===== src/hdl/rrss_pkg.sv =====
// Shared constants for the round-robin slice scheduler.
// Used by the top level, the shared arithmetic unit, the checker and the bench; no dependencies.
package rrss_pkg;

   localparam int DEF_MAX_PROCS  = 16;
   localparam int DEF_TIME_WIDTH = 16;

   localparam int BURST_W = 16;
   localparam int QUANT_W = 16;
   localparam int SLICE_W = 16;
   localparam int PN_W    = 5;
   localparam int CLK_W   = 20;

   localparam logic [CLK_W-1:0]   CLOCK_MAX     = {CLK_W{1'b1}};
   localparam logic [QUANT_W-1:0] QUANTUM_RESET = QUANT_W'(4);

   localparam logic MODE_LOAD    = 1'b0;
   localparam logic MODE_ADVANCE = 1'b1;

   typedef logic alu_op_type;
   localparam alu_op_type ALU_ADD = 1'b0;
   localparam alu_op_type ALU_SUB = 1'b1;

endpackage


===== src/hdl/round_robin_slice_scheduler.sv =====
// Round-robin slice scheduler. A load request gives no result.
// An advance request scans table entries (1 to process count) at one per cycle,
// then clamps the slice to the quantum and updates the clock, and on completion works
// out the waiting time; the strobe comes in the cycle after the last step, when start is taken again.
// With nothing to run the strobe comes after the scan, or in the next cycle if empty.
// Synchronous reset clears the sequencer, counters and clock, sets the quantum to 4.
module round_robin_slice_scheduler #(
   parameter int MAX_PROCS  = rrss_pkg::DEF_MAX_PROCS,
   parameter int TIME_WIDTH = rrss_pkg::DEF_TIME_WIDTH
) (
   input  logic                          clock,
   input  logic                          reset,
   input  logic                          start,
   output logic                          busy,
   input  logic                          req_mode,
   input  logic [rrss_pkg::BURST_W-1:0]  req_burst_time,
   output logic                          rsp_strobe,
   output logic [rrss_pkg::PN_W-1:0]     rsp_process_number,
   output logic [rrss_pkg::SLICE_W-1:0]  rsp_slice_length,
   output logic [rrss_pkg::CLK_W-1:0]    rsp_slice_end_time,
   output logic                          rsp_finished,
   output logic [rrss_pkg::CLK_W-1:0]    rsp_waiting_time,
   output logic [rrss_pkg::CLK_W-1:0]    rsp_turnaround_time,
   output logic                          rsp_all_done,
   input  logic                          csr_valid,
   output logic                          csr_ready,
   input  logic [rrss_pkg::QUANT_W-1:0]  csr_wdata
);
   import rrss_pkg::*;

   localparam int TW    = TIME_WIDTH;
   localparam int IW    = (MAX_PROCS > 1) ? $clog2(MAX_PROCS) : 1;
   localparam int CW    = $clog2(MAX_PROCS + 1);
   localparam int AW    = ((TW > CLK_W) ? TW : CLK_W) + 1;

   localparam logic [2:0] ST_IDLE = 3'd0;
   localparam logic [2:0] ST_SCAN = 3'd1;
   localparam logic [2:0] ST_MIN  = 3'd2;
   localparam logic [2:0] ST_ADD  = 3'd3;
   localparam logic [2:0] ST_WAIT = 3'd4;

   logic [2:0]         state_ff, state_in;
   logic [QUANT_W-1:0] quantum_ff, quantum_in;
   logic [CW-1:0]      count_ff, count_in;
   logic [IW-1:0]      cursor_ff, cursor_in;
   logic [CLK_W-1:0]   clock_ff, clock_in;
   logic               running_ff, running_in;
   logic [IW-1:0]      scan_idx_ff, scan_idx_in;
   logic [IW-1:0]      k_ff, k_in;
   logic [TW-1:0]      rem_ff, rem_in;
   logic [TW-1:0]      burst_ff, burst_in;
   logic [SLICE_W-1:0] run_ff, run_in;
   logic [TW-1:0]      newrem_ff, newrem_in;

   logic               strobe_ff, strobe_in;
   logic [PN_W-1:0]    pn_ff, pn_in;
   logic [SLICE_W-1:0] len_ff, len_in;
   logic [CLK_W-1:0]   end_ff, end_in;
   logic               fin_ff, fin_in;
   logic [CLK_W-1:0]   wt_ff, wt_in;
   logic [CLK_W-1:0]   tat_ff, tat_in;
   logic               done_ff, done_in;

   logic               accept;
   logic               load_ok;
   logic [QUANT_W-1:0] q_eff;
   logic [CW-1:0]      idx_next;
   logic [IW-1:0]      idx_wrap;
   logic               scan_last;
   logic [CLK_W-1:0]   clock_sat;
   logic [PN_W-1:0]    pn_cur;

   alu_op_type         alu_op;
   logic [AW-1:0]      alu_a, alu_b, alu_res;
   logic               alu_borrow;

   logic               rem_we;
   logic [IW-1:0]      rem_waddr;
   logic [TW-1:0]      rem_wdata;
   logic [TW-1:0]      rem_rdata, burst_rdata;

   rrss_alu #(.AW(AW)) u_alu (
      .op     (alu_op),
      .a      (alu_a),
      .b      (alu_b),
      .res    (alu_res),
      .borrow (alu_borrow)
   );

   rrss_table #(.DEPTH(MAX_PROCS), .TW(TW), .IW(IW)) u_table (
      .clock       (clock),
      .rem_we      (rem_we),
      .rem_waddr   (rem_waddr),
      .rem_wdata   (rem_wdata),
      .burst_we    (load_ok),
      .burst_waddr (count_ff[IW-1:0]),
      .burst_wdata (TW'(req_burst_time)),
      .raddr       (scan_idx_in),
      .rem_rdata   (rem_rdata),
      .burst_rdata (burst_rdata)
   );

   assign busy      = (state_ff != ST_IDLE);
   assign csr_ready = 1'b1;
   assign accept    = start && !busy;
   assign load_ok   = accept && (req_mode == MODE_LOAD) && !running_ff
                      && (count_ff < CW'(MAX_PROCS));
   assign q_eff     = (quantum_ff == '0) ? QUANT_W'(1) : quantum_ff;
   assign idx_next  = CW'(scan_idx_ff) + CW'(1);
   assign idx_wrap  = (idx_next == count_ff) ? '0 : idx_next[IW-1:0];
   assign scan_last = ((CW'(k_ff) + CW'(1)) == count_ff);
   assign clock_sat = (|alu_res[AW-1:CLK_W]) ? CLOCK_MAX : alu_res[CLK_W-1:0];
   assign pn_cur    = PN_W'(idx_next);

   assign rem_we    = load_ok || (state_ff == ST_ADD);
   assign rem_waddr = (state_ff == ST_ADD) ? scan_idx_ff : count_ff[IW-1:0];
   assign rem_wdata = (state_ff == ST_ADD) ? newrem_ff : TW'(req_burst_time);

   // Shared unit operands per sequencer step
   always_comb begin
      case (state_ff)
         ST_SCAN: begin
            alu_op = ALU_SUB;
            alu_a  = '0;
            alu_b  = AW'(rem_rdata);
         end
         ST_MIN: begin
            alu_op = ALU_SUB;
            alu_a  = AW'(rem_ff);
            alu_b  = AW'(q_eff);
         end
         ST_ADD: begin
            alu_op = ALU_ADD;
            alu_a  = AW'(clock_ff);
            alu_b  = AW'(run_ff);
         end
         ST_WAIT: begin
            alu_op = ALU_SUB;
            alu_a  = AW'(clock_ff);
            alu_b  = AW'(burst_ff);
         end
         default: begin
            alu_op = ALU_ADD;
            alu_a  = '0;
            alu_b  = '0;
         end
      endcase
   end

   always_comb begin
      state_in    = state_ff;
      quantum_in  = quantum_ff;
      count_in    = count_ff;
      cursor_in   = cursor_ff;
      clock_in    = clock_ff;
      running_in  = running_ff;
      scan_idx_in = scan_idx_ff;
      k_in        = k_ff;
      rem_in      = rem_ff;
      burst_in    = burst_ff;
      run_in      = run_ff;
      newrem_in   = newrem_ff;
      strobe_in   = 1'b0;
      pn_in       = pn_ff;
      len_in      = len_ff;
      end_in      = end_ff;
      fin_in      = fin_ff;
      wt_in       = wt_ff;
      tat_in      = tat_ff;
      done_in     = done_ff;

      if (csr_valid && csr_ready) begin
         quantum_in = csr_wdata;
      end

      case (state_ff)
         ST_IDLE: begin
            if (load_ok) begin
               count_in = count_ff + CW'(1);
            end
            if (accept && (req_mode == MODE_ADVANCE)) begin
               running_in = 1'b1;
               if (count_ff == '0) begin
                  strobe_in = 1'b1;
                  pn_in     = '0;
                  len_in    = '0;
                  end_in    = clock_ff;
                  fin_in    = 1'b0;
                  wt_in     = '0;
                  tat_in    = '0;
                  done_in   = 1'b1;
               end else begin
                  scan_idx_in = cursor_ff;
                  k_in        = '0;
                  state_in    = ST_SCAN;
               end
            end
         end
         ST_SCAN: begin
            // borrow of 0 - remaining marks an entry with work left
            if (alu_borrow) begin
               rem_in   = rem_rdata;
               burst_in = burst_rdata;
               state_in = ST_MIN;
            end else if (scan_last) begin
               strobe_in = 1'b1;
               pn_in     = '0;
               len_in    = '0;
               end_in    = clock_ff;
               fin_in    = 1'b0;
               wt_in     = '0;
               tat_in    = '0;
               done_in   = 1'b1;
               state_in  = ST_IDLE;
            end else begin
               scan_idx_in = idx_wrap;
               k_in        = k_ff + IW'(1);
            end
         end
         ST_MIN: begin
            if (alu_borrow) begin
               run_in    = SLICE_W'(rem_ff);
               newrem_in = '0;
            end else begin
               run_in    = q_eff;
               newrem_in = alu_res[TW-1:0];
            end
            state_in = ST_ADD;
         end
         ST_ADD: begin
            clock_in  = clock_sat;
            cursor_in = idx_wrap;
            pn_in     = pn_cur;
            len_in    = run_ff;
            end_in    = clock_sat;
            done_in   = 1'b0;
            if (newrem_ff == '0) begin
               state_in = ST_WAIT;
            end else begin
               strobe_in = 1'b1;
               fin_in    = 1'b0;
               wt_in     = '0;
               tat_in    = '0;
               state_in  = ST_IDLE;
            end
         end
         ST_WAIT: begin
            // floor waiting time at zero when the clock has saturated
            strobe_in = 1'b1;
            fin_in    = 1'b1;
            wt_in     = alu_borrow ? '0 : alu_res[CLK_W-1:0];
            tat_in    = clock_ff;
            state_in  = ST_IDLE;
         end
         default: begin
            state_in = ST_IDLE;
         end
      endcase
   end

   always_ff @(posedge clock) begin
      if (reset) begin
         state_ff   <= ST_IDLE;
         quantum_ff <= QUANTUM_RESET;
         count_ff   <= '0;
         cursor_ff  <= '0;
         clock_ff   <= '0;
         running_ff <= 1'b0;
         strobe_ff  <= 1'b0;
      end else begin
         state_ff   <= state_in;
         quantum_ff <= quantum_in;
         count_ff   <= count_in;
         cursor_ff  <= cursor_in;
         clock_ff   <= clock_in;
         running_ff <= running_in;
         strobe_ff  <= strobe_in;
      end
   end

   always_ff @(posedge clock) begin
      scan_idx_ff <= scan_idx_in;
      k_ff        <= k_in;
      rem_ff      <= rem_in;
      burst_ff    <= burst_in;
      run_ff      <= run_in;
      newrem_ff   <= newrem_in;
      pn_ff       <= pn_in;
      len_ff      <= len_in;
      end_ff      <= end_in;
      fin_ff      <= fin_in;
      wt_ff       <= wt_in;
      tat_ff      <= tat_in;
      done_ff     <= done_in;
   end

   assign rsp_strobe          = strobe_ff;
   assign rsp_process_number  = pn_ff;
   assign rsp_slice_length    = len_ff;
   assign rsp_slice_end_time  = end_ff;
   assign rsp_finished        = fin_ff;
   assign rsp_waiting_time    = wt_ff;
   assign rsp_turnaround_time = tat_ff;
   assign rsp_all_done        = done_ff;

endmodule


===== src/hdl/rrss_alu.sv =====
// Shared add/subtract unit of the scheduler; the sequencer reuses it for
// the work scan, the quantum clamp, the clock update and the waiting time.
// Depends on rrss_pkg.
module rrss_alu #(
   parameter int AW = 33
) (
   input  rrss_pkg::alu_op_type op,
   input  logic [AW-1:0]        a,
   input  logic [AW-1:0]        b,
   output logic [AW-1:0]        res,
   output logic                 borrow
);
   import rrss_pkg::*;

   logic [AW:0] diff;

   assign diff = {1'b0, a} - {1'b0, b};

   always_comb begin
      case (op)
         ALU_SUB: begin
            res    = diff[AW-1:0];
            borrow = diff[AW];
         end
         default: begin
            res    = a + b;
            borrow = 1'b0;
         end
      endcase
   end

endmodule


===== src/hdl/rrss_table.sv =====
// Burst and remaining-time tables: one write port each, one shared
// read address with registered read data. Depends on nothing but its parameters.
module rrss_table #(
   parameter int DEPTH = 16,
   parameter int TW    = 16,
   parameter int IW    = 4
) (
   input  logic          clock,
   input  logic          rem_we,
   input  logic [IW-1:0] rem_waddr,
   input  logic [TW-1:0] rem_wdata,
   input  logic          burst_we,
   input  logic [IW-1:0] burst_waddr,
   input  logic [TW-1:0] burst_wdata,
   input  logic [IW-1:0] raddr,
   output logic [TW-1:0] rem_rdata,
   output logic [TW-1:0] burst_rdata
);

   logic [TW-1:0] rem_mem   [DEPTH];
   logic [TW-1:0] burst_mem [DEPTH];

   always_ff @(posedge clock) begin
      if (rem_we) begin
         rem_mem[rem_waddr] <= rem_wdata;
      end
      rem_rdata <= rem_mem[raddr];
   end

   always_ff @(posedge clock) begin
      if (burst_we) begin
         burst_mem[burst_waddr] <= burst_wdata;
      end
      burst_rdata <= burst_mem[raddr];
   end

endmodule


===== config.mk =====
export PLATFORM = sky130hd
export DESIGN_NAME = round_robin_slice_scheduler
export DESIGN_NICKNAME = d
export VERILOG_FILES = /design/src/hdl/rrss_pkg.sv /design/src/hdl/round_robin_slice_scheduler.sv /design/src/hdl/rrss_alu.sv /design/src/hdl/rrss_table.sv
export SDC_FILE = /design/constraint.sdc
export NUM_CORES = 1
export LEC_CHECK = 0
export CAP_MARGIN = 10
export CORE_MARGIN = 2
export CORE_UTILIZATION = 45
export CTS_BUF_LIST = sky130_fd_sc_hd__clkbuf_4
export DETAILED_ROUTE_END_ITERATION = 7
export DONT_BUFFER_PORTS = 1
export GPL_TIMING_DRIVEN = 1
export PLACE_DENSITY = 0.6
export SYNTH_ARGS = -nofsm -noshare
export SYNTH_HDL_FRONTEND = slang
export SYNTH_SLANG_ARGS = --single-unit

===== constraint.sdc =====
create_clock -name clock -period 10.3 [get_ports clock]
set_input_delay 1.03 -clock clock [delete_from_list [all_inputs] [get_ports clock]]
set_output_delay 1.03 -clock clock [all_outputs]
set_load 0.02 [all_outputs]

Yosys cells after proc, flatten, opt, wreduce, memory -nomap -nowiden
Memories as Yosys holds them, arrays and structs flattened. A register that Yosys moved wholly into a read port is not among the register bits. Cells that the tools add are included. W data, S select, Z words.

Bits of input ports: 37. Memory bits (writable): 512. Memories kept: 2. Register bits: 205. Memory bits (read-only): 0. Bits in latches: 0. Output and inout bits: 86.

$add $sub $neg: 6. Div/mod/pow operators: 0. Eq/ne operators: 14. Reductions and logical operators: 25. Multiplexer cells: 71. Order comparisons: 1. Bitwise operators: 1. Shift operators: 0. Multiply operators: 0.

Memory list: u_table.burst_mem (words 16, bits a word 16, read ports 1, clocked after Yosys merged registers in 1, write ports 1, line rrss_table.sv:21) `logic [TW-1:0] burst_mem [DEPTH];`; u_table.rem_mem (words 16, bits a word 16, read ports 1, clocked after Yosys merged registers in 1, write ports 1, line rrss_table.sv:20) `logic [TW-1:0] rem_mem [DEPTH];`.

Operators with widths (count): $mux W20 (11); $pmux W20 S4 (2); $mux W16 (7); $pmux W16 S4 (1); $pmux W20 S3 (1); $pmux W16 S3 (1); $mux W4 (10); $pmux W20 S2 (1); $logic_not A16 Y1 (2); $add A20 B16 Y21 (1); $mux W21 (1); $sub A20 B16 Y21 (1); $mux W1 (20); $mux W5 (4); $pmux W4 S2 (2); $mux W3 (5); $pmux W5 S3 (1); $ne A2 B2 Y1 const B (7); $pmux W3 S4 (1); $add A4 B1 Y5 const B (2); $eq A5 B5 Y1 (2); $reduce_and A5 Y1 (2); $pmux W1 S4 (2); $eq A3 B2 Y1 const B (2); 21 further kinds (29).

Longest topological paths before layout
Gate-level depths: netlist (run 1).

Word-level depth: 9. Gate-level depth with buffers: 23. Gate-level depth less buffers: 17.

Hierarchy
A second synthesis (run 1) with hierarchy kept.

Cell total of the unflattened synthesis: 1928. Area total of the unflattened synthesis: 30948.4 sq um.

By module, submodules not included: rrss_table (area an instance 19945.4 sq um, instances 1, cells an instance 861); round_robin_slice_scheduler (area an instance 8673.3 sq um, instances 1, cells an instance 725); rrss_alu (area an instance 2329.7 sq um, instances 1, cells an instance 342).

Worst setup path after synthesis (run 1)
OpenSTA, ideal clock, no wires.

Kind: register to register. From: register state_ff[2]. To: register done_ff, in the netlist rsp_all_done (enable). Period minus slack after synthesis: 7.616 ns. Buffers on the path: 4. Path slack: 2.684 ns. Data required time: 9.798 ns. Arrival time: 7.114 ns. Cell stages (with the launch flop): 18. Cell sequence: dfxtp_1 clkbuf_1 nor2_1 nand2_1 inv_1 clkbuf_1 clkbuf_1 a22o_1 ha_1 buf_2 inv_2 nor3_1 and4_1 a211o_4 nor2_1 o21ai_0 nand2_1 nor3b_1.

Cells in the longest elaborated chain, start to end: 7. Elaborated cells on any way between the ends: 22. Those cells by class: 1 x add/sub; 8 x eq/ne; 4 x mux; 9 x reduce/logical.

RTL lines: start, declared (line round_robin_slice_scheduler.sv:42) `logic [2:0] state_ff, state_in;`; start signal, assigned (line round_robin_slice_scheduler.sv:271) `state_ff <= state_in;`; $eq A3 B2 Y1 or $eq A3 B3 Y1 (tied branches) (line round_robin_slice_scheduler.sv:121, round_robin_slice_scheduler.sv:176); $reduce_or A2 Y1 (no line); $pmux W20 S2 (line round_robin_slice_scheduler.sv:121) `case (state_ff)`; $sub A20 B16 Y21 (line rrss_alu.sv:17) `assign diff = {1'b0, a} - {1'b0, b};`; $mux W1 (line rrss_alu.sv:20) `case (op)`; $ne A2 B2 Y1 (no line); $reduce_and A5 Y1 (no line) *; end signal, assigned (line round_robin_slice_scheduler.sv:294) `done_ff <= done_in;`; end, declared (line round_robin_slice_scheduler.sv:62) `logic done_ff, done_in;`.

Every way passes the cells marked *; elsewhere a longest branch is shown, timed or not. A chain may end at the register's enable or synchronous reset.

Final worst setup path (run 1)
From: register state_ff[2]. To: register u_table.rem_rdata[2] (read register of u_table.rem_mem).

Cells in the longest elaborated chain, start to end: 7. Elaborated cells on any way between the ends: 19. Those cells by class: 1 x add/sub; 4 x eq/ne; 7 x mux; 7 x reduce/logical.

RTL lines: $eq A3 B2 Y1 or $eq A3 B3 Y1 (tied branches) (line round_robin_slice_scheduler.sv:121); $reduce_or A2 Y1 (no line); $pmux W20 S2 (line round_robin_slice_scheduler.sv:121); $sub A20 B16 Y21 (line rrss_alu.sv:17); $mux W1 (line rrss_alu.sv:20); $mux W4 (line round_robin_slice_scheduler.sv:201) `if (alu_borrow) begin`; $pmux W4 S2 * (line round_robin_slice_scheduler.sv:176) `case (state_ff)`; end, declared (line rrss_table.sv:16) `output logic [TW-1:0] rem_rdata,`.

Marks and branches as above.

==> results of run 1 <==
[cell families (layout without fill, tap and decap cells)]
logic type                 count (synthesis)  in the layout  synth area share, %
and+or+nand+nor                          434            434                7.657
buffers and inverters                    287            516                3.671
xor gates and xnor gates                  30             30               0.8908
other                                      1              3              0.01151
muxes                                    163            163                5.564
adders and majority gates                 40             40                1.582
AOI/OAI and AO/OA                        596            596                14.24
DFF                                      749            749                66.38
[critical path, delay by kind of cell (launching register included)]
kind | cells | cell delay (ns)
multiplexers | 1 | 0.41
AO/OA/AOI/OAI | 8 | 2.14
flip-flops | 1 | 0.67
AND/OR/NAND/NOR | 3 | 1.11
buffers and inverters | 6 | 3.10
adder cells (fa/ha/maj) | 1 | 0.42
[power by group through the flow]
stage                     clock (uW)  sequential [uW]  combinational (uW)
final                           2520             3620                1880
after global routing            2740             3620                2010
after CTS                       2580             3620                1880
after detailed placement           0             3680                1840
after global placement             0             3680                1800
after floorplan                    0             3580                1430
[routing by layer]
layer  track usage (%)  wire (microns)  vias to the layer above
li1                  -               -                     9220
met3             4.806            5326                      168
met5                 0               0                        -
met4             9.965            2916                        0
met2             38.49           42880                      824
met1             31.95           38400                    10330
[per-stage QoR]
stage | power, uW | cell area (sq um)
finish | 8024 | 36100
CTS | 8071 | 36090
floorplan | 5003 | 32590
global placement | 5483 | 33400
detailed placement | 5524 | 33400
global route | 8368 | 36100
[registers in the layout (all words and copies together) (netlist names), 20 cells and up]
register             count
clock_ff                20
rsp_waiting_time        20
rsp_turnaround_time     20
rsp_slice_end_time      20
u_table.burst_mem      256
u_table.rem_mem        256
[placed cells by master (no fill, tap or decap), types with 8 or more instances in the layout]
master         instances
nor3_1                11
dlygate4sd3_1         22
ha_1                  38
edfxtp_1             663
a22o_1                15
o211ai_1              69
and3_1                12
or3_1                  8
nor4b_2               32
inv_1                101
o22ai_1               35
and2_1                63
o2111ai_1             66
dfxtp_1               86
mux2i_1               18
clkinv_1              37
a31oi_1                8
buf_4                 40
clkinv_2              10
o21ai_0               56
a21oi_1               95
xnor2_1               21
nor2_1               128
mux2_2               108
nand2b_1               9
a211oi_1              79
a22oi_1               22
nor4_1                 9
o2111a_1              64
o22ai_2               30
nor2b_1               24
nand2_1               86
mux2_1                37
inv_2                 11
clkbuf_4             283
[cell type report]
class	instances	area share (%)
sequential	749	59.93
multi-input combinational	1264	27.29
clock buffer	283	5.886
tap	950	3.293
timing repair buffer	64	1.553
inverter	108	1.137
clock inverter	61	0.9012
antenna	2	0.01387
[what timing repair did]
| action | CTS | global route |
|---|---|---|
| endpoints found under the hold margin | 260 | 0 |
| setup endpoints to repair | 0 | 0 |
| hold buffers | 23 | 0 |
[how the worst min path moves through the flow]
stage	from	end	slack, ns	cells after the start
final	req_burst_time[6]	u_table.burst_mem[8][6]	0.10	0
after global routing	req_burst_time[6]	u_table.burst_mem[8][6]	0.006	0
after CTS	req_burst_time[6]	u_table.burst_mem[8][6]	0.00002	0
after detailed placement	u_table.burst_rdata[1]	burst_ff[1]	0.39	0
after global placement	u_table.burst_rdata[6]	burst_ff[6]	0.40	0
after floorplan	u_table.burst_rdata[0]	burst_ff[0]	0.39	0
==> summary.md, run 1 <==
| Metric | Value |
|---|---|
| Antenna violations before repair | `2` |
| Number of buffers inserted to repair setup after CTS | `0` |
| Initial standard-cell utilization of the core | `45.50%` |
| Overall global routing resource usage | `24.00%` |
| Fraction of post-synthesis cell area in the top cell type by area | `61.10%` |
| Horiz. Die Dim | `273.1 microns` |
| CP cell instances | `and3b_2, buf_4, inv_2, nand2_1, a22o_1, ha_1, o21ai_0, o21bai_1, a21boi_1, a211oi_2, a21oi_4, buf_4, o211ai_4, buf_4, inv_6, buf_12, mux2_2, o22ai_1, nor4b_2` |
| Cell at the root of the clock tree | `clkbuf_4` |
| Result of the run | `completed` |
| Number of DRC markers in iteration 0 | `2,025` |
| Synth Instances | `2,300` |
| RSZ-0062 raised after global routing | `no` |
| Final setup fails | `0` |
| Pre-CTS WS | `2.074 ns` |
| Std-Cell Rows | `98` |
| Worst supply voltage drop on vdd | `0.1788 mV` |
| Number of nets in the synthesized netlist | `2,377` |
| Depth of the worst register-to-register path | `19` |
| Area of the die | `74,580 sq um` |
| Net switching power | `2536 uW` |
| Most numerous cell in the Yosys netlist | `edfxtp_1` |
| Static Leakage | `0.01227 uW` |
| Vertical die dimension | `273.1 microns` |
| Req. time, crit path | `11.17 ns` |
| Number of top-level design ports | `123` |
| MaxCap Viol Count | `0` |
| CTS clk-pin slew, worst paths | `0.06 ns` |
| Fraction of synthesis flops using an asynchronous set or reset pin | `0%` |
| Number of hold violations in the final report | `0` |
| Worst setup skew after layout | `0.08956 ns` |
| Filler instances | `6,156` |
| Global-route congestion overflow total | `0` |
| Part of the Yosys area used for sequential elements | `66.38%` |
| Setup crit end kind | `flip-flop` |
| Wirelength, routed | `89,520 microns` |
| H-tree level count | `4` |
| Worst-skew pair later-pin latency | `1.04 ns` |
| Worst hold path class | `primary input to flip-flop` |
| Layout cell share with drive strength beyond 1 | `22.34%` |
| Final WS setup | `2.005 ns` |
| Number of warnings reported in the yosys synthesis log | `0` |
| Main flop type after synthesis | `edfxtp_1` |
| Internal power consumption | `5487 uW` |
| Synth-to-layout area growth | `10.77%` |
| Synth cell types | `85` |
| Max frequency | `0.1206 GHz` |
| Maximum fanout encountered on the critical timing path | `125` |
| Final standard cell count with taps included and fillers excluded | `3,481` |
| Power share of the sequential group | `45.1%` |
| Largest stage delay on the critical path | `0.76 ns` |
| Clock network power share | `31.5%` |
| Residual antenna-violating net count after detailed routing | `0` |
| Number of synthesized register bits | `749` |
| Final critical path time including I/O delays and setup | `8.295 ns` |
| Maximum count of clock buffers along a single path | `3` |
| Net count, final | `2,453` |
| Sequential Area | `21,630 sq um` |
| Final HPWL DP | `53,480 microns` |
| Core Area | `71,610 sq um` |
| Crit Reg-Reg Startpoint | `state_ff[2]` |
| Power density of the placed cells | `222.3 nW/um^2` |
| Worst reg-to-reg setup slack | `2.01 ns` |
| Kind of launch point of the worst setup path | `flip-flop` |
| Post-detailed-route wirelength per cell | `25.72 microns` |
| Cell types with the largest area share after synthesis | `edfxtp_1 61%, dfxtp_1 5.3%, mux2_2 3.7%, o2111a_1 2.2%, a211oi_1 1.8%` |
| Post-synth EDFFs | `663` |
| Placed Cells | `3,112` |
| Post-synth top area cell | `edfxtp_1` |
| Total negative setup slack | `0 ns` |
| Share of the core filled with cells in the final layout | `50.41%` |
| Most common cell type on the critical path | `buf_4` |
| Overall via count from detail_route | `20,540` |
| DRC violations left | `0` |
| Reg-to-reg critical path endpoint | `u_table.rem_rdata[2]` |
| Clock buffers created by TritonCTS | `189` |
| Actual transition at the worst max-transition pin | `1.247 ns` |
| Number of global-route vias before repair | `20,280` |
| Worst hold slack | `0.1039 ns` |
| Data arrival time of the worst path | `9.17 ns` |
| Fraction of power spent switching nets | `31.61%` |
| Multi-input logic area | `9851 sq um` |
| Final period utilization | `80.53%` |
| Number of slew-limit violations in the final report | `0` |
| Number of cells upsized or downsized after cts | `0` |
| Slowest cell on crit path | `nand2_1` |
| Pin count of the biggest net entering global routing | `126` |
| Synthesized area per cell | `14.17 sq um` |
| Cell types with the highest counts after synthesis | `663 x edfxtp_1, 134 x nor2_1, 113 x clkbuf_1` |
| Max-slew headroom | `16.69%` |
| Count of clock tree sinks | `749` |
| Start point of the critical path | `state_ff[2]` |
| Part of the power in combinational logic | `23.4%` |
| Path type of the worst setup path | `flip-flop to flip-flop` |
| Post-detailed-route via-to-cell ratio | `5.901` |
| Count of buffers inserted at the top-level ports | `0` |
| Total standard cell area after synthesis | `32,590 sq um` |
| Final RePlAce weighted congestion | `0.8840` |
| Total iterations of the first detailed-routing run | `5` |
| Clock tree from TritonCTS | `done` |
| Critical path capture point | `u_table.rem_rdata[2]` |
| First-pass GRT wire length | `132,100 microns` |
(Power assumes the default switching activity.)
==> run 2: changes to the inputs <==
--- a/config.mk
+++ b/config.mk
@@ -5,6 +5,7 @@
 export SDC_FILE = /design/constraint.sdc
 export NUM_CORES = 1
 export LEC_CHECK = 0
+export ABC_AREA = 1
 export CAP_MARGIN = 10
 export CORE_MARGIN = 2
 export CORE_UTILIZATION = 45
@@ -12,7 +13,7 @@
 export DETAILED_ROUTE_END_ITERATION = 7
 export DONT_BUFFER_PORTS = 1
 export GPL_TIMING_DRIVEN = 1
-export PLACE_DENSITY = 0.6
+export PLACE_DENSITY = 0.62
 export SYNTH_ARGS = -nofsm -noshare
 export SYNTH_HDL_FRONTEND = slang
 export SYNTH_SLANG_ARGS = --single-unit
==> constraint.sdc (replaced) <==
create_clock -name clock -period 7.2 [get_ports clock]
set_input_delay 0.72 -clock clock [delete_from_list [all_inputs] [get_ports clock]]
set_output_delay 0.72 -clock clock [all_outputs]
set_load 0.02 [all_outputs]
==> summary.md, run 2 <==
| Metric | Value |
|---|---|
| Result of the run | `completed` |
| Worst Hold Path EP | `u_table.rem_mem[5][1]` |
| Total iterations of the first detailed-routing run | `5` |
| Data arrival time of the worst path | `6.92 ns` |
| Final RePlAce weighted congestion | `0.9693` |
| Post-detailed-route via-to-cell ratio | `5.277` |
| First-pass GRT wire length | `142,700 microns` |
| Clock tree from TritonCTS | `done` |
| Number of synthesized register bits | `749` |
| Synth cell types | `50` |
| Max frequency | `0.1657 GHz` |
| Synthesized area per cell | `10.27 sq um` |
| Global-route congestion overflow total | `0` |
| Clock buffers created by TritonCTS | `189` |
| RSZ-0062 raised after global routing | `no` |
| Depth of the worst register-to-register path | `25` |
| Horiz. Die Dim | `277.4 microns` |
| Post-synth EDFFs | `663` |
| Total standard cell area after synthesis | `33,640 sq um` |
| Maximum fanout encountered on the critical timing path | `78` |
| Actual transition at the worst max-transition pin | `1.273 ns` |
| Number of DRC markers in iteration 0 | `2,256` |
| Fraction of post-synthesis cell area in the top cell type by area | `59.18%` |
| Cell types with the largest area share after synthesis | `edfxtp_1 59%, nand3_1 9.0%, inv_1 6.6%, nand2_1 5.5%, dfxtp_1 5.1%` |
| Total negative setup slack | `0 ns` |
| Synth-to-layout area growth | `12.01%` |
| Main flop type after synthesis | `edfxtp_1` |
| Slowest cell on crit path | `nand2_8` |
| Setup crit end kind | `flip-flop` |
| Standard cell area after detailed placement | `34,730 sq um` |
| Pin count of the biggest net entering global routing | `173` |
| Count of buffers inserted at the top-level ports | `0` |
| Most numerous cell in the Yosys netlist | `edfxtp_1` |
| Overall global routing resource usage | `24.60%` |
| Number of warnings reported in the yosys synthesis log | `0` |
| Largest stage delay on the critical path | `0.54 ns` |
| Antenna violations before repair | `6` |
| Synth Instances | `3,276` |
| Hold_sp | `req_burst_time[1]` |
| Vertical die dimension | `277.4 microns` |
| Kind of launch point of the worst setup path | `flip-flop` |
| Number of slew-limit violations in the final report | `0` |
| Maximum count of clock buffers along a single path | `3` |
| Power density of the placed cells | `325.9 nW/um^2` |
| Worst supply voltage drop on vdd | `0.2260 mV` |
| WHS Path Cells | `3` |
| CTS clk-pin slew, worst paths | `0.07 ns` |
| Area of the die | `76,960 sq um` |
| Post-route cell area | `37,680 sq um` |
| Final critical path time including I/O delays and setup | `6.037 ns` |
| Worst-skew pair later-pin latency | `1.06 ns` |
| Wirelength, routed | `94,600 microns` |
| Path type of the worst setup path | `flip-flop to flip-flop` |
| Fraction of synthesis flops using an asynchronous set or reset pin | `0%` |
| Max-slew headroom | `14.80%` |
| MaxCap Viol Count | `0` |
| Total power draw | `12,280 uW` |
| Final HPWL DP | `57,680 microns` |
| Net count, final | `3,489` |
| Most common cell type on the critical path | `nand2_1` |
| DRC violations left | `0` |
| Number of hold violations in the final report | `0` |
| Part of the Yosys area used for sequential elements | `64.30%` |
| Core Area | `74,200 sq um` |
| Crit Reg-Reg Startpoint | `state_ff[0]` |
| Worst setup skew after layout | `0.09341 ns` |
| Cell at the root of the clock tree | `clkbuf_4` |
| Top flop regs | `u_table.burst_mem (256), u_table.rem_mem (256)` |
| Most frequent standard cell in the layout excluding fill and tap cells | `edfxtp_1` |
| Overall via count from detail_route | `23,980` |
| Highest-count cells in the layout ignoring fill and taps | `663 x edfxtp_1, 608 x nand3_1, 593 x inv_1` |
| Layout cell share with drive strength beyond 1 | `12.09%` |
| Number of top-level design ports | `123` |
| Final setup fails | `0` |
| Cell types with the highest counts after synthesis | `663 x edfxtp_1, 608 x nand3_1, 594 x inv_1` |
| Number of nets in the synthesized netlist | `3,353` |
| Number of global-route vias before repair | `23,100` |
| Reg-to-reg critical path endpoint | `u_table.burst_rdata[13]` |
| Residual antenna-violating net count after detailed routing | `0` |
| Worst hold path class | `primary input to flip-flop` |
| H-tree level count | `4` |
| Req. time, crit path | `8.08 ns` |
| Worst reg-to-reg setup slack | `1.16 ns` |
| Final period utilization | `83.84%` |
| Count of clock tree sinks | `749` |
| Post-detailed-route wirelength per cell | `20.81 microns` |
| Post-synth top area cell | `edfxtp_1` |
| Static Leakage | `0.01593 uW` |
| Std-Cell Rows | `100` |
| Initial standard-cell utilization of the core | `45.34%` |
==> run 2: critical path, delay by kind of cell (launching register included) <==
kind / cells / cell delay [ns]
simple gates: 18 / 2.85
fa+ha+maj: 1 / 0.50
compound gates: 1 / 0.19
buf+inv: 5 / 1.76
flops: 1 / 0.48
==> run 2: what timing repair did <==
item / 4_1_cts / 5_1_grt
endpoints found under the hold margin: 299 / 0
setup buffers: 0 / 0
hold buffers: 42 / 0
gates resized for setup: 0 / 0
==> run 2: power by group <==
group          leakage [uW]  switching (uW)  internal, uW
combinational       0.00771            2450           998
clock               0.00149            1760          1920
sequential          0.00673             206          4950
==> run 2: cell families after synthesis <==
family / count (synthesis) / synth area share (%)
other: 1 / 0.01115
multiplexers: 2 / 0.05951
flip-flops: 749 / 64.30
XOR/XNOR: 22 / 0.5728
AO/OA/AOI/OAI: 213 / 3.504
AND/OR/NAND/NOR: 1470 / 20.55
buffers and inverters: 779 / 9.466
adder cells (fa/ha/maj): 40 / 1.532
==> run 2: metal layers <==
metal  track usage, %  routed length, microns  share of wire (%)  vias up
met5                0                       0                  0        -
met4            9.727                    2798                3.0        0
met3            4.809                    6366                6.7      163
met2            40.35                   45750                 48      967
met1            32.21                   39690                 42    11500
li1                 -                       -                  -    11360
==> run 2: worst max-delay path by stage <==
stage	start	endpoint	slack, ns	cells after the start
floorplan	state_ff[0]	rsp_finished	0.63	18
global placement	state_ff[0]	u_table.burst_rdata[13]	1.34	24
detailed placement	state_ff[1]	u_table.burst_rdata[15]	1.30	25
CTS	state_ff[1]	u_table.burst_rdata[13]	1.21	25
global route	state_ff[1]	u_table.burst_rdata[13]	0.64	25
finish	state_ff[0]	u_table.burst_rdata[13]	1.16	25
==> run 2: area by class of cell <==
type	instances	area (sq um)
sequential	749	21630
multi-input combinational	1748	8971
tap	969	1212
inverter	603	2271
clock buffer	289	2170
timing repair buffer	121	1064
antenna	4	10.01
fill	6805	36520
clock inverter	62	351.6
==> run 2: stage by stage <==
stage | hold slack, ns | worst slack [ns] | util (%) | instances
finish | 0.1538 | 1.163 | 50.78 | 4545
global route | 0.1092 | 0.6418 | 50.78 | 4545
CTS | 0.02919 | 1.213 | 50.77 | 4541
detailed placement | 0.4025 | 1.296 | 46.81 | 4148
global placement | 0.3982 | 1.336 | 46.81 | 4148
floorplan | 0.3855 | 0.6335 | - | 3276
==> run 3: changes to the inputs <==
==> constraint.sdc (replaced) <==
create_clock -name clock -period 4.9 [get_ports clock]
set_input_delay 0.49 -clock clock [delete_from_list [all_inputs] [get_ports clock]]
set_output_delay 0.49 -clock clock [all_outputs]
set_load 0.02 [all_outputs]
==> summary.md, run 3 (synthesis gave the netlist of run 2 again) <==
| Metric | Value |
|---|---|
| Initial standard-cell utilization of the core | `45.34%` |
| Residual antenna-violating net count after detailed routing | `0` |
| Wirelength, routed | `93,520 microns` |
| Result of the run | `completed` |
| Number of global-route vias before repair | `23,030` |
| Part of the power in combinational logic | `29.6%` |
| Pre-CTS WS | `0.1872 ns` |
| Maximum fanout encountered on the critical timing path | `121` |
| Area of the die | `76,960 sq um` |
| Maximum count of clock buffers along a single path | `3` |
| Count of clock tree sinks | `749` |
| Power share of the sequential group | `40.9%` |
| Overall global routing resource usage | `23.97%` |
| Reg-to-reg critical path endpoint | `u_table.burst_rdata[15]` |
| Clock buffers created by TritonCTS | `193` |
| Overall via count from detail_route | `24,070` |
| Vertical die dimension | `277.4 microns` |
| Worst setup skew after layout | `0.07696 ns` |
| Count of buffers inserted at the top-level ports | `0` |
| Post-detailed-route via-to-cell ratio | `5.249` |
| Crit Reg-Reg Startpoint | `state_ff[0]` |
| Internal power consumption | `11,930 uW` |
| Final WS setup | `0.1791 ns` |
| Worst hold path class | `primary input to flip-flop` |
| Total negative setup slack | `0 ns` |
| Final standard cell count with taps included and fillers excluded | `4,585` |
| Final period utilization | `96.35%` |
| Placed Cells | `4,181` |
| Horiz. Die Dim | `277.4 microns` |
| Worst Hold Path EP | `quantum_ff[4]` |
| Top flop regs | `u_table.burst_mem (256), u_table.rem_mem (256)` |
| Final RePlAce weighted congestion | `0.9498` |
| Final HPWL DP | `56,920 microns` |
| Number of DRC markers in iteration 0 | `2,317` |
| Number of hold violations in the final report | `0` |
| Std-Cell Rows | `100` |
| H-tree level count | `4` |
| Net switching power | `6604 uW` |
| Clock tree from TritonCTS | `done` |
| Total iterations of the first detailed-routing run | `6` |
| Clock network power share | `29.5%` |
| Actual transition at the worst max-transition pin | `1.159 ns` |
| Cell at the root of the clock tree | `clkbuf_4` |
| Max frequency | `0.2118 GHz` |
| Post-detailed-route wirelength per cell | `20.40 microns` |
| Data arrival time of the worst path | `5.62 ns` |
| Number of slew-limit violations in the final report | `0` |
| Antenna violations before repair | `4` |
| Kind of launch point of the worst setup path | `flip-flop` |
| Highest-count cells in the layout ignoring fill and taps | `663 x edfxtp_1, 608 x nand3_1, 592 x inv_1` |
| Core Area | `74,200 sq um` |
| Global-route congestion overflow total | `0` |
| Final setup fails | `0` |
| Largest stage delay on the critical path | `0.43 ns` |
| Worst reg-to-reg setup slack | `0.18 ns` |
| First-pass GRT wire length | `139,500 microns` |
| Power density of the placed cells | `483.1 nW/um^2` |
| Pin count of the biggest net entering global routing | `133` |
| Req. time, crit path | `5.80 ns` |
| Hold_sp | `csr_valid` |
| Layout cell share with drive strength beyond 1 | `13.09%` |
| RSZ-0062 raised after global routing | `yes` |
| Worst-skew pair later-pin latency | `1.05 ns` |
| CTS clk-pin slew, worst paths | `0.07 ns` |
| Final critical path time including I/O delays and setup | `4.721 ns` |
| Static Leakage | `0.01628 uW` |
| Setup crit end kind | `flip-flop` |
| Fraction of power spent switching nets | `35.64%` |
| Most frequent standard cell in the layout excluding fill and tap cells | `edfxtp_1` |
| Slowest cell on crit path | `fa_1` |
| Net count, final | `3,539` |
| MaxCap Viol Count | `0` |
| DRC violations left | `0` |
| Depth of the worst register-to-register path | `25` |
| WHS Path Cells | `3` |
| Number of top-level design ports | `123` |
| Path type of the worst setup path | `flip-flop to flip-flop` |
| Synth-to-layout area growth | `14.03%` |
| Worst supply voltage drop on vdd | `0.3923 mV` |
| Max-slew headroom | `22.47%` |
[run 3: cell type report]
type,instances,area [sq um]
fillers,6671,35840
flip-flops and latches,749,21630
multi-input cells,1749,8995
inverters,603,2281
clock buffers,292,2192
repair buffers,166,1702
well taps,969,1212
clock inverters,54,336.6
diodes,3,7.507
[run 3: worst max-delay path by stage]
stage	start	to	slack (ns)	depth (start not counted)
4_1_cts	state_ff[0]	u_table.burst_rdata[15]	0.13	25
3_3_place_gp	state_ff[0]	u_table.burst_rdata[15]	0.24	25
6_report	state_ff[0]	u_table.burst_rdata[15]	0.18	25
2_1_floorplan	state_ff[1]	rsp_all_done	0.02	19
3_5_place_dp	state_ff[0]	u_table.burst_rdata[15]	0.19	25
5_1_grt	state_ff[0]	u_table.burst_rdata[15]	-0.03	26
[run 3: stage by stage]
stage	hold slack, ns	power, uW	utilization (%)	cell area (sq um)
5_1_grt	0.1042	19560	51.70	38360
3_3_place_gp	0.4008	12930	47.42	35190
4_1_cts	0.05173	18510	51.52	38230
2_1_floorplan	0.3855	11280	-	33690
6_report	0.1571	18530	51.70	38360
3_5_place_dp	0.3986	12970	47.42	35190
[run 3: worst max-delay path, delay by kind of cell, from the launching register on]
| family | cells | cell delay, ns |
|---|---|---|
| AND/OR/NAND/NOR | 17 | 2.10 |
| flip-flops | 1 | 0.36 |
| buffers and inverters | 5 | 0.99 |
| adder cells (fa/ha/maj) | 2 | 0.68 |
| AO/OA/AOI/OAI | 1 | 0.25 |
[run 3: repair_timing]
item                       in CTS  in global routing
hold endpoints to repair      551                  0
buffers inserted                0                  1
gates resized for setup         0                  8
setup endpoints to repair       0                 50
hold buffers                   51                  0
[run 3: metal layers]
metal  global-route usage (%)  up-vias  part of all wire (%)
met4                    8.919        0                   2.9
met3                    4.936      165                   7.8
met2                    39.71     1031                    49
li1                         -    11460                     -
met5                        0        -                     0
met1                    31.10    11410                    41
[run 3: power groups by stage]
| stage | combinational [uW] | sequential [uW] | clock (uW) |
|---|---|---|---|
| 3_5_place_dp | 5250 | 7720 | 0 |
| 2_1_floorplan | 3740 | 7550 | 0 |
| 6_report | 5480 | 7590 | 5460 |
| 4_1_cts | 5340 | 7580 | 5580 |
| 3_3_place_gp | 5210 | 7720 | 0 |
| 5_1_grt | 6020 | 7600 | 5940 |
